`src/sv/balm_pkg.sv`:
```
// Shared types and constants of the bit angle LED modulator.
package balm_pkg;

   // Fixed field widths
   localparam int NUM_PORTS = 3;
   localparam int PORT_W    = 2;
   localparam int PIN_W     = 3;
   localparam int DUTY_W    = 8;
   localparam int DRIVE_W   = 8;
   localparam int SLICE_W   = 3;
   localparam int CSR_IDX_W = 2;
   localparam int CSR_DAT_W = 8;

   // Item kinds
   localparam logic KIND_WRITE = 1'b0;
   localparam logic KIND_TICK  = 1'b1;

   // Configuration register indexes
   typedef enum logic [CSR_IDX_W-1:0] {
      CSR_PORT_B_MASK = 2'd0,
      CSR_PORT_C_MASK = 2'd1,
      CSR_PORT_D_MASK = 2'd2,
      CSR_INVERT      = 2'd3
   } csr_index_type;

   // One bit plane of drive bits, one byte per port
   typedef logic [NUM_PORTS-1:0][DRIVE_W-1:0] plane_type;

   // Slice timer status handed to the top level
   typedef struct packed {
      logic               change;     // slice moves on with this tick
      logic [SLICE_W-1:0] slice_next; // slice shown after this item
      logic               cycle_end;  // new slice is the last one
   } slice_event_type;

endpackage

```
`src/sv/balm_duty_store.sv`:
```
// Duty value registers for all LEDs and the bit plane selection for a slice.
module balm_duty_store #(
   parameter int DUTY_BITS = 8,
   parameter int PORT_PINS = 8
) (
   input  logic                               clock,
   input  logic                               reset,
   input  logic                               wr_en,
   input  logic [balm_pkg::PORT_W-1:0]        wr_port,
   input  logic [balm_pkg::PIN_W-1:0]         wr_pin,
   input  logic [balm_pkg::DUTY_W-1:0]        wr_duty,
   input  logic [$clog2(DUTY_BITS)-1:0]       plane_sel,
   output balm_pkg::plane_type                plane
);
   import balm_pkg::*;

   // Only the shown duty bits are kept
   logic [DUTY_BITS-1:0] duty_ff [NUM_PORTS][PORT_PINS];

   // Per-entry write decode; port three and absent pins match no entry
   always_ff @(posedge clock) begin
      for (int p = 0; p < NUM_PORTS; p++) begin
         for (int q = 0; q < PORT_PINS; q++) begin
            if (reset) begin
               duty_ff[p][q] <= '0;
            end else if (wr_en && wr_port == PORT_W'(p) && wr_pin == PIN_W'(q)) begin
               duty_ff[p][q] <= wr_duty[DUTY_BITS-1:0];
            end
         end
      end
   end

   // Bit plane of the selected slice; absent pins read 0
   always_comb begin
      plane = '0;
      for (int p = 0; p < NUM_PORTS; p++) begin
         for (int q = 0; q < PORT_PINS; q++) begin
            plane[p][q] = duty_ff[p][q][plane_sel];
         end
      end
   end

endmodule

```
`src/sv/balm_slice_timer.sv`:
```
// Tick counter and slice index: slice k lasts 2^k ticks.
module balm_slice_timer #(
   parameter int DUTY_BITS = 8
) (
   input  logic                      clock,
   input  logic                      reset,
   input  logic                      tick_en,
   output balm_pkg::slice_event_type slice_event
);
   import balm_pkg::*;

   localparam int TICK_W = DUTY_BITS - 1;
   localparam logic [SLICE_W-1:0] LAST_SLICE = SLICE_W'(DUTY_BITS - 1);

   logic [TICK_W-1:0]  ticks_ff, ticks_in;
   logic [SLICE_W-1:0] slice_ff, slice_in;
   logic [TICK_W:0]    ticks_inc;
   logic [TICK_W:0]    slice_len;
   logic               wrap;

   // Slice length and end-of-slice detect
   assign ticks_inc = {1'b0, ticks_ff} + (TICK_W+1)'(1);
   assign slice_len = (TICK_W+1)'(1) << slice_ff;
   assign wrap      = tick_en && (ticks_inc >= slice_len);

   // Next counter and slice
   always_comb begin
      ticks_in = ticks_ff;
      slice_in = slice_ff;
      if (wrap) begin
         ticks_in = '0;
         slice_in = (slice_ff >= LAST_SLICE) ? '0 : slice_ff + SLICE_W'(1);
      end else if (tick_en) begin
         ticks_in = ticks_inc[TICK_W-1:0];
      end
   end

   always_ff @(posedge clock) begin
      if (reset) begin
         ticks_ff <= '0;
         slice_ff <= '0;
      end else begin
         ticks_ff <= ticks_in;
         slice_ff <= slice_in;
      end
   end

   assign slice_event.change     = wrap;
   assign slice_event.slice_next = slice_in;
   assign slice_event.cycle_end  = wrap && (slice_in == LAST_SLICE);

endmodule

```
`src/sv/bit_angle_led_modulator.sv`:
```
// Top level of the bit angle LED modulator: handshakes, port drive latches and CSRs.
//
// Binary code modulation driver for three 8-pin LED ports. Each request is either a
// duty write for one LED (port, pin) or one timer tick; every request gives exactly one
// response with the drive bits of all three ports, the slice now shown and a cycle-end
// flag. Requests are taken one per clock with no gaps while responses are not stalled;
// a request passes an input register and then an output register, which holds its
// response until taken. The rate is set by the update of the tick counter and the
// drive latches, which read all duty registers of the new slice's bit plane at once.
// Mask and polarity writes act at the next slice change.
module bit_angle_led_modulator #(
   parameter int DUTY_BITS = 8,
   parameter int PORT_PINS = 8
) (
   input  logic                               clock,
   input  logic                               reset,
   // request channel
   input  logic                               req_valid,
   output logic                               req_stall,
   input  logic                               req_kind,
   input  logic [balm_pkg::PORT_W-1:0]        req_port,
   input  logic [balm_pkg::PIN_W-1:0]         req_pin,
   input  logic [balm_pkg::DUTY_W-1:0]        req_duty,
   // response channel
   output logic                               rsp_valid,
   input  logic                               rsp_stall,
   output logic [balm_pkg::DRIVE_W-1:0]       rsp_drive_b,
   output logic [balm_pkg::DRIVE_W-1:0]       rsp_drive_c,
   output logic [balm_pkg::DRIVE_W-1:0]       rsp_drive_d,
   output logic [balm_pkg::SLICE_W-1:0]       rsp_slice_index,
   output logic                               rsp_cycle_end,
   // configuration write channel
   input  logic                               csr_valid,
   output logic                               csr_ready,
   input  logic [balm_pkg::CSR_IDX_W-1:0]     csr_index,
   input  logic [balm_pkg::CSR_DAT_W-1:0]     csr_data
);
   import balm_pkg::*;

   localparam int SEL_W = $clog2(DUTY_BITS);

   // Input register
   logic               in_valid_ff, in_valid_in;
   logic               kind_ff;
   logic [PORT_W-1:0]  port_ff;
   logic [PIN_W-1:0]   pin_ff;
   logic [DUTY_W-1:0]  duty_ff;

   // Output register
   logic               out_valid_ff, out_valid_in;
   logic [DRIVE_W-1:0] out_b_ff, out_c_ff, out_d_ff;
   logic [SLICE_W-1:0] out_slice_ff;
   logic               out_cend_ff;

   // Port drive latches and configuration
   plane_type          drive_ff, drive_in;
   logic [DRIVE_W-1:0] mask_b_ff, mask_c_ff, mask_d_ff;
   logic               invert_ff;

   logic               req_take;
   logic               advance;
   slice_event_type    slice_event;
   plane_type          plane;
   plane_type          mask;

   // Handshake control
   assign advance      = in_valid_ff && (!out_valid_ff || !rsp_stall);
   assign req_stall    = in_valid_ff && !advance;
   assign req_take     = req_valid && !req_stall;
   assign in_valid_in  = req_take || (in_valid_ff && !advance);
   assign out_valid_in = advance || (out_valid_ff && rsp_stall);
   assign csr_ready    = 1'b1;

   always_ff @(posedge clock) begin
      if (reset) begin
         in_valid_ff  <= 1'b0;
         out_valid_ff <= 1'b0;
      end else begin
         in_valid_ff  <= in_valid_in;
         out_valid_ff <= out_valid_in;
      end
   end

   // Request payload capture
   always_ff @(posedge clock) begin
      if (req_take) begin
         kind_ff <= req_kind;
         port_ff <= req_port;
         pin_ff  <= req_pin;
         duty_ff <= req_duty;
      end
   end

   // Configuration registers
   always_ff @(posedge clock) begin
      if (reset) begin
         mask_b_ff <= '0;
         mask_c_ff <= '0;
         mask_d_ff <= '0;
         invert_ff <= 1'b0;
      end else if (csr_valid && csr_ready) begin
         unique case (csr_index_type'(csr_index))
            CSR_PORT_B_MASK: mask_b_ff <= csr_data;
            CSR_PORT_C_MASK: mask_c_ff <= csr_data;
            CSR_PORT_D_MASK: mask_d_ff <= csr_data;
            CSR_INVERT:      invert_ff <= csr_data[0];
            default: ;
         endcase
      end
   end

   balm_duty_store #(
      .DUTY_BITS (DUTY_BITS),
      .PORT_PINS (PORT_PINS)
   ) u_duty_store (
      .clock     (clock),
      .reset     (reset),
      .wr_en     (advance && kind_ff == KIND_WRITE),
      .wr_port   (port_ff),
      .wr_pin    (pin_ff),
      .wr_duty   (duty_ff),
      .plane_sel (slice_event.slice_next[SEL_W-1:0]),
      .plane     (plane)
   );

   balm_slice_timer #(
      .DUTY_BITS (DUTY_BITS)
   ) u_slice_timer (
      .clock       (clock),
      .reset       (reset),
      .tick_en     (advance && kind_ff == KIND_TICK),
      .slice_event (slice_event)
   );

   // Drive latch: plane XOR polarity, gated by the LED mask and absent pins
   always_comb begin
      mask[0] = mask_b_ff;
      mask[1] = mask_c_ff;
      mask[2] = mask_d_ff;
      drive_in = drive_ff;
      if (slice_event.change) begin
         for (int p = 0; p < NUM_PORTS; p++) begin
            drive_in[p] = '0;
            for (int q = 0; q < PORT_PINS; q++) begin
               drive_in[p][q] = (plane[p][q] ^ invert_ff) & mask[p][q];
            end
         end
      end
   end

   always_ff @(posedge clock) begin
      if (reset) begin
         drive_ff <= '0;
      end else begin
         drive_ff <= drive_in;
      end
   end

   // Response payload
   always_ff @(posedge clock) begin
      if (advance) begin
         out_b_ff     <= drive_in[0];
         out_c_ff     <= drive_in[1];
         out_d_ff     <= drive_in[2];
         out_slice_ff <= slice_event.slice_next;
         out_cend_ff  <= slice_event.cycle_end;
      end
   end

   assign rsp_valid       = out_valid_ff;
   assign rsp_drive_b     = out_b_ff;
   assign rsp_drive_c     = out_c_ff;
   assign rsp_drive_d     = out_d_ff;
   assign rsp_slice_index = out_slice_ff;
   assign rsp_cycle_end   = out_cend_ff;

endmodule

```
`config.mk`:
```
export PLATFORM = sky130hd
export DESIGN_NAME = bit_angle_led_modulator
export DESIGN_NICKNAME = d
export VERILOG_FILES = /design/src/sv/balm_pkg.sv /design/src/sv/balm_duty_store.sv /design/src/sv/balm_slice_timer.sv /design/src/sv/bit_angle_led_modulator.sv
export SDC_FILE = /design/constraint.sdc
export NUM_CORES = 1
export LEC_CHECK = 0
export ABC_AREA = 1
export BUFFER_PORTS_ARGS = -buffer_cell sky130_fd_sc_hd__buf_2
export CAP_MARGIN = 30
export CORE_MARGIN = 10
export CORE_UTILIZATION = 50
export CTS_CLUSTER_SIZE = 28
export DETAILED_ROUTE_END_ITERATION = 10
export PLACE_DENSITY = 0.7
export SETUP_SLACK_MARGIN = 0.5
export SLEW_MARGIN = 20
export SYNTH_ARGS = -nofsm -noshare
export SYNTH_HDL_FRONTEND = slang
export SYNTH_SLANG_ARGS = --single-unit
```
`constraint.sdc`:
```
create_clock -name clock -period 6.2 [get_ports clock]
set_input_delay 1.86 -clock clock [delete_from_list [all_inputs] [get_ports clock]]
set_output_delay 1.86 -clock clock [all_outputs]
set_load 0.05 [all_outputs]
```
After elaboration in Yosys (flattened, before gate mapping)
Memories as Yosys holds them, arrays and structs flattened.
Cells that the tools add are included.

word-level totals
  bits of input ports = 29
  word-level logic and storage cells = 312
  output and inout bits = 31
  memories kept = 1
  bits in writable memories = 192
  flip-flop bits (word level) = 103

cells by class
  equality and inequality tests = 13
  $lt $le $gt $ge = 3
  shifts and indexed selects = 1
  add/sub/neg operators = 2
  reductions and logical operators = 50
  bitwise operators = 73
  mux-type cells = 149

memory list
  name                  words  width  rd ports  clocked after Yosys merged registers in  wr ports  line                   RTL
  u_duty_store.duty_ff  3      64     3         0                                        3         balm_duty_store.sv:18  logic [DUTY_BITS-1:0] duty_ff [NUM_PORTS][PORT_PINS];

operators with widths
  cell                                                        count
  2-to-1 mux 8 bit                                            24
  2-to-1 mux 1 bit                                            98
  binary-select mux 1 bit (select 3 bit)                      24
  logical AND 1 bit                                           35
  bitwise AND 1 bit                                           24
  2-to-1 mux 24 bit                                           1
  bitwise OR 1 bit                                            24
  XOR 1 bit                                                   24
  == test 3 bit, second input constant                        5
  adder 7 x 1 -> 8 bit, second input constant                 1
  greater-or-equal comparator 8 bit                           1
  AND reduction 2 bit                                         4
  << shifter 1 x 3 -> 8 bit, first input constant             1
  == test 2 bit, second input constant                        3
  == test 3 x 2 -> 1 bit, second input constant               2
  2-to-1 mux 3 bit                                            2
  == test 2 x 1 -> 1 bit, second input constant               2
  logical NOT 1 bit                                           4
  logical NOT 2 bit                                           2
  less-than comparator 3 x 4 -> 1 bit, second input constant  1
  adder 3 x 1 -> 3 bit, second input constant                 1
  == test 3 x 1 -> 1 bit, second input constant               1
  greater-or-equal comparator 3 bit, second input constant    1
  logical NOT 3 bit                                           1
  3 further kinds                                             5

Depth between registers and ports, before layout
  depth in word-level cells = 11
  gate-level depth with buffers = 24
  gate-level depth less buffers = 22

Modules after synthesis
From an unflattened synthesis, not the netlist that was laid out.

unflattened totals
  cell total of the unflattened synthesis = 1709
  area, all modules = 14276.2 um^2

modules (own cells, without submodules)
  module                   cells an instance  area each (um^2)  seq. area each (um^2)  times used
  balm_duty_store          1139               9546.7            5765.5                 1
  bit_angle_led_modulator  438                3818.7            2282.2                 1
  balm_slice_timer         132                910.9             200.2                  1

Worst setup path after synthesis
Ideal clock, no wire load.

  kind = input-to-output
  from = input port rsp_stall
  to = output port req_stall
  buffers on the path = 0
  data arrival time = 2.623 ns
  required time = 4.340 ns
  path slack = 1.717 ns
  cell stages on the path = 2
  cell sequence = nand2_1 nor2_1

between the ends
  word-level cells in the longest chain between the ends = 5

ends and longest elaborated chain
  item               line                           RTL
  start, declared    bit_angle_led_modulator.sv:26  input logic rsp_stall,
  logical NOT 1 bit  bit_angle_led_modulator.sv:67  assign advance = in_valid_ff && (!out_valid_ff || !rsp_stall);
  logical OR 1 bit   bit_angle_led_modulator.sv:67
  logical AND 1 bit  bit_angle_led_modulator.sv:67
  logical NOT 1 bit  bit_angle_led_modulator.sv:68  assign req_stall = in_valid_ff && !advance;
  logical AND 1 bit  bit_angle_led_modulator.sv:68
  end, declared      bit_angle_led_modulator.sv:19  output logic req_stall,

Every way passes these cells.

==> results.tsv <==
stage	metric	value	unit
status	status	finished, final reports clean	
logic_synthesis	post_synth_inst_count	1403	
cts	postCtsHoldBufs	0	
pwr	cell_internal_pwr	3.291	mW
setup_path	cp_data_required_time	6520	ps
cts	root_buffer	clkbuf_16	
pwr	power	4.467	mW
drt	avgViaCountPerCell	5.790	
timing	hold_slack	455.7	ps
logic_synthesis	async_reset_ff_share	0	%
drt	drtPass1Iterations	6	
global_routing	grt_max_degree	74	
logic_synthesis	seq_area_frac_synth	61.45	%
pwr	p_seq_share	49.8	%
timing	setup_violations	0	
drt	drt_iter0_drc	1228	
logic_synthesis	synth-seq-cells	295	
setup_path	arrival	4660	ps
cts	clkTransAtPathRegs	60	ps
place	place_congestion	0.8143	
floorplanning	die_h	183.8	µm
drt	vias	10360	
floorplanning	rows	59	
floorplanning	boundaryPins	60	
logic_synthesis	synth_nets	1447	
cells_and_area	multi_input_area	4536	µm²
timing	tns	0	ps
pwr	p_sw	1.176	mW
cts	clock_path_buffers	3	
global_routing	grt_overflow_total	0	
logic_synthesis	ys_warn_count	0	
floorplanning	start_util	51.22	%
pwr	p_per_area	301.0	nW/µm²
cells_and_area	fin_area	14840	µm²
floorplanning	die_x	183.8	µm
setup_path	path_class	in2reg	
global_routing	antenna_found_initial	0	
cells_and_area	fill_cells	2205	
timing	worst_slew_margin_rel	30.12	%
place	dp_hpwl	20790	µm
logic_synthesis	yosysUniqueCellTypes	35	
global_routing	grt_usage	20.55	%
cts	cts_resized	0	
setup_path	critPathLaunchType	input pin	
timing	max_freq	230.3	MHz
logic_synthesis	syn_area	13420	µm²
timing	min_period	4341	ps
pwr	peakVddDrop	0.0002115	V
pwr	p_leak	5.920	nW
logic_synthesis	avgSynthCellArea	9.566	µm²
cells_and_area	antenna_cells	0	
min_path	hold_path.class	reg2reg	
cts	cts_buffers	31	
timing	finalHoldViolCount	0	
timing	slew_violations	0	
timing	rsz0062_at_grt	no	
drt	detail_route.wl_per_cell	19.57	µm
cts	post-cts-setup-buffer-count	0	
logic_synthesis	ys.flop_type	edfxtp_1	
place	postPlaceCellArea	13910	µm²
timing	fin_crit_sh	70.02	%
timing	clock_skew	18.85	ps
cells_and_area	fin_nets	1476	
global_routing	grt_pass1_vias	9852	
place	io_buffers	58	
cts	clk_latency	570	ps
cells_and_area	area_growth	10.57	%
cells_and_area	drive_gt1_share	11.49	%
logic_synthesis	synth_edf_count	234	
timing	tightest_slew	1040	ps
global_routing	grt_first_pass_wirelength	54960	µm
cts	clkSinkCount	295	
floorplanning	die_area	33800	µm²
drt	drt-total-wl	35010	µm
cts	htreeDepth	1	
cells_and_area	seq_area	8248	µm²
cts	cts_tree	yes	
drt	postRouteAntennaNets	0	
pwr	switching_share	26.33	%
drt	drc	0	
setup_path	crit_path_max_fanout	50	
pwr	p_comb_share	12.1	%
pwr	clkPwrFrac	38.1	%
floorplanning	core	26210	µm²
job	max-cap-violations	0	
setup_path	worst_setup_path_end_kind	flop	
sequential cells by signal, indices dropped and copies added, names as in the netlist, 2 cells and up:
name and cells:
mask_c_ff 8, duty_ff 8, rsp_drive_d 8, drive_ff 24
rsp_slice_index 3, pin_ff 3, u_slice_timer.ticks_ff 7, u_duty_store.duty_ff 192
rsp_drive_b 8, mask_d_ff 8, port_ff 2, mask_b_ff 8
u_slice_timer.slice_ff 3, rsp_drive_c 8
critical path, cell delays in order:
cell,delay [ps]
buf_2,110
a21oi_4,60
nand2_4,130
clkinv_4,110
nand2_4,190
buf_4,490
nand2_4,370
nand2_2,590
nand2_1,140
nand3_1,120
nand3_1,100
nand2_1,120
nand2_1,60
nand3_1,110
nand2_1,70
cell type report:
class	count	share of cell area (%)
Timing Repair Buffer	82	3.221
Inverter	62	1.619
Clock inverter	12	0.6660
Tap cell	335	2.824
Clock buffer	43	5.531
Sequential cell	295	55.58
Multi-Input combinational cell	960	30.56
per-layer routing:
layer | part of all wire [%] | GRT usage (%) | up-vias | routed length (µm)
met2 | 45 | 31.45 | 616 | 15700
met1 | 42 | 29.47 | 4833 | 14630
met3 | 11 | 3.696 | 58 | 3943
met4 | 2.1 | 5.310 | 0 | 733
met5 | 0 | 0 | - | 0
li1 | - | - | 4851 | -
placed cells by master, fill, tap and decap left out, drive strengths merged:
cell type | synthesis | routed
a21oi | 59 | 59
a31o | 1 | 1
buf | 40 | 80
bufinv | 0 | 1
clkbuf | 46 | 45
clkinv | 2 | 11
clkinvlp | 0 | 1
conb | 1 | 1
dfxtp | 61 | 61
edfxtp | 234 | 234
ha | 15 | 15
inv | 60 | 61
nand2 | 281 | 281
nand3 | 317 | 317
nand3b | 2 | 2
nand4 | 1 | 1
nor2 | 235 | 235
nor3 | 10 | 10
nor4 | 1 | 1
o21a | 2 | 2
o21ai | 29 | 29
o31ai | 1 | 1
xor2 | 5 | 5
power by group through the flow:
stage               Combinational [mW]  Sequential, mW  Clock (mW)
finish                           0.539            2.23        1.70
global route                     0.582            2.23        1.79
CTS                              0.530            2.23        1.72
detailed placement               0.528            2.27           0
global placement                 0.520            2.27           0
floorplan                        0.340            2.29           0
final timing paths:
check,startpoint,end,slack (ps),cells after the start
worst max-delay path,rsp_stall,rsp_drive_b[1],1860,15
worst min-delay path,mask_c_ff[3],mask_c_ff[3],460,2
worst max register to register,u_slice_timer.ticks_ff[0],rsp_drive_b[1],1860,19
worst min register to register,mask_c_ff[3],mask_c_ff[3],460,2
stage by stage:
step           utilization, %  cells  setup WS (ps)
2_1_floorplan               -   1403           1717
3_3_place_gp            52.92   1728           1386
3_5_place_dp            53.08   1732           1333
4_1_cts                 56.59   1787           1872
5_1_grt                 56.63   1789           1509
6_report                56.63   1789           1859
Yosys cell counts (2+ instances only):
cell,count,area [µm²]
clkbuf_1,46,172.7
inv_2,2,7.510
buf_1,7,26.28
nand2_4,4,45.04
dfxtp_1,61,1221
a21oi_2,7,61.31
edfxtp_1,234,7027
ha_1,15,187.7
nand3_1,296,1481
o21ai_4,2,32.53
nand2_1,274,1028
o21ai_0,26,130.1
xor2_1,5,43.79
nor2_1,235,882.1
o21a_1,2,15.01
buf_4,9,67.56
nand3b_1,2,15.01
inv_1,57,214.0
a21oi_1,51,255.2
buf_2,21,105.1
nand3_2,21,210.2
buf_6,3,33.78
nor3_1,10,50.05
nand2_2,2,12.51
kinds of logic after synthesis:
logic type | after synthesis | share of synthesized area [%]
other cells | 1 | 0.02794
fa+ha+maj | 15 | 1.398
flops | 295 | 61.45
buf+inv | 148 | 4.810
compound gates | 92 | 3.990
xor+xnor | 5 | 0.3263
simple gates | 847 | 27.99
Power figures use the tool's default switching activity.
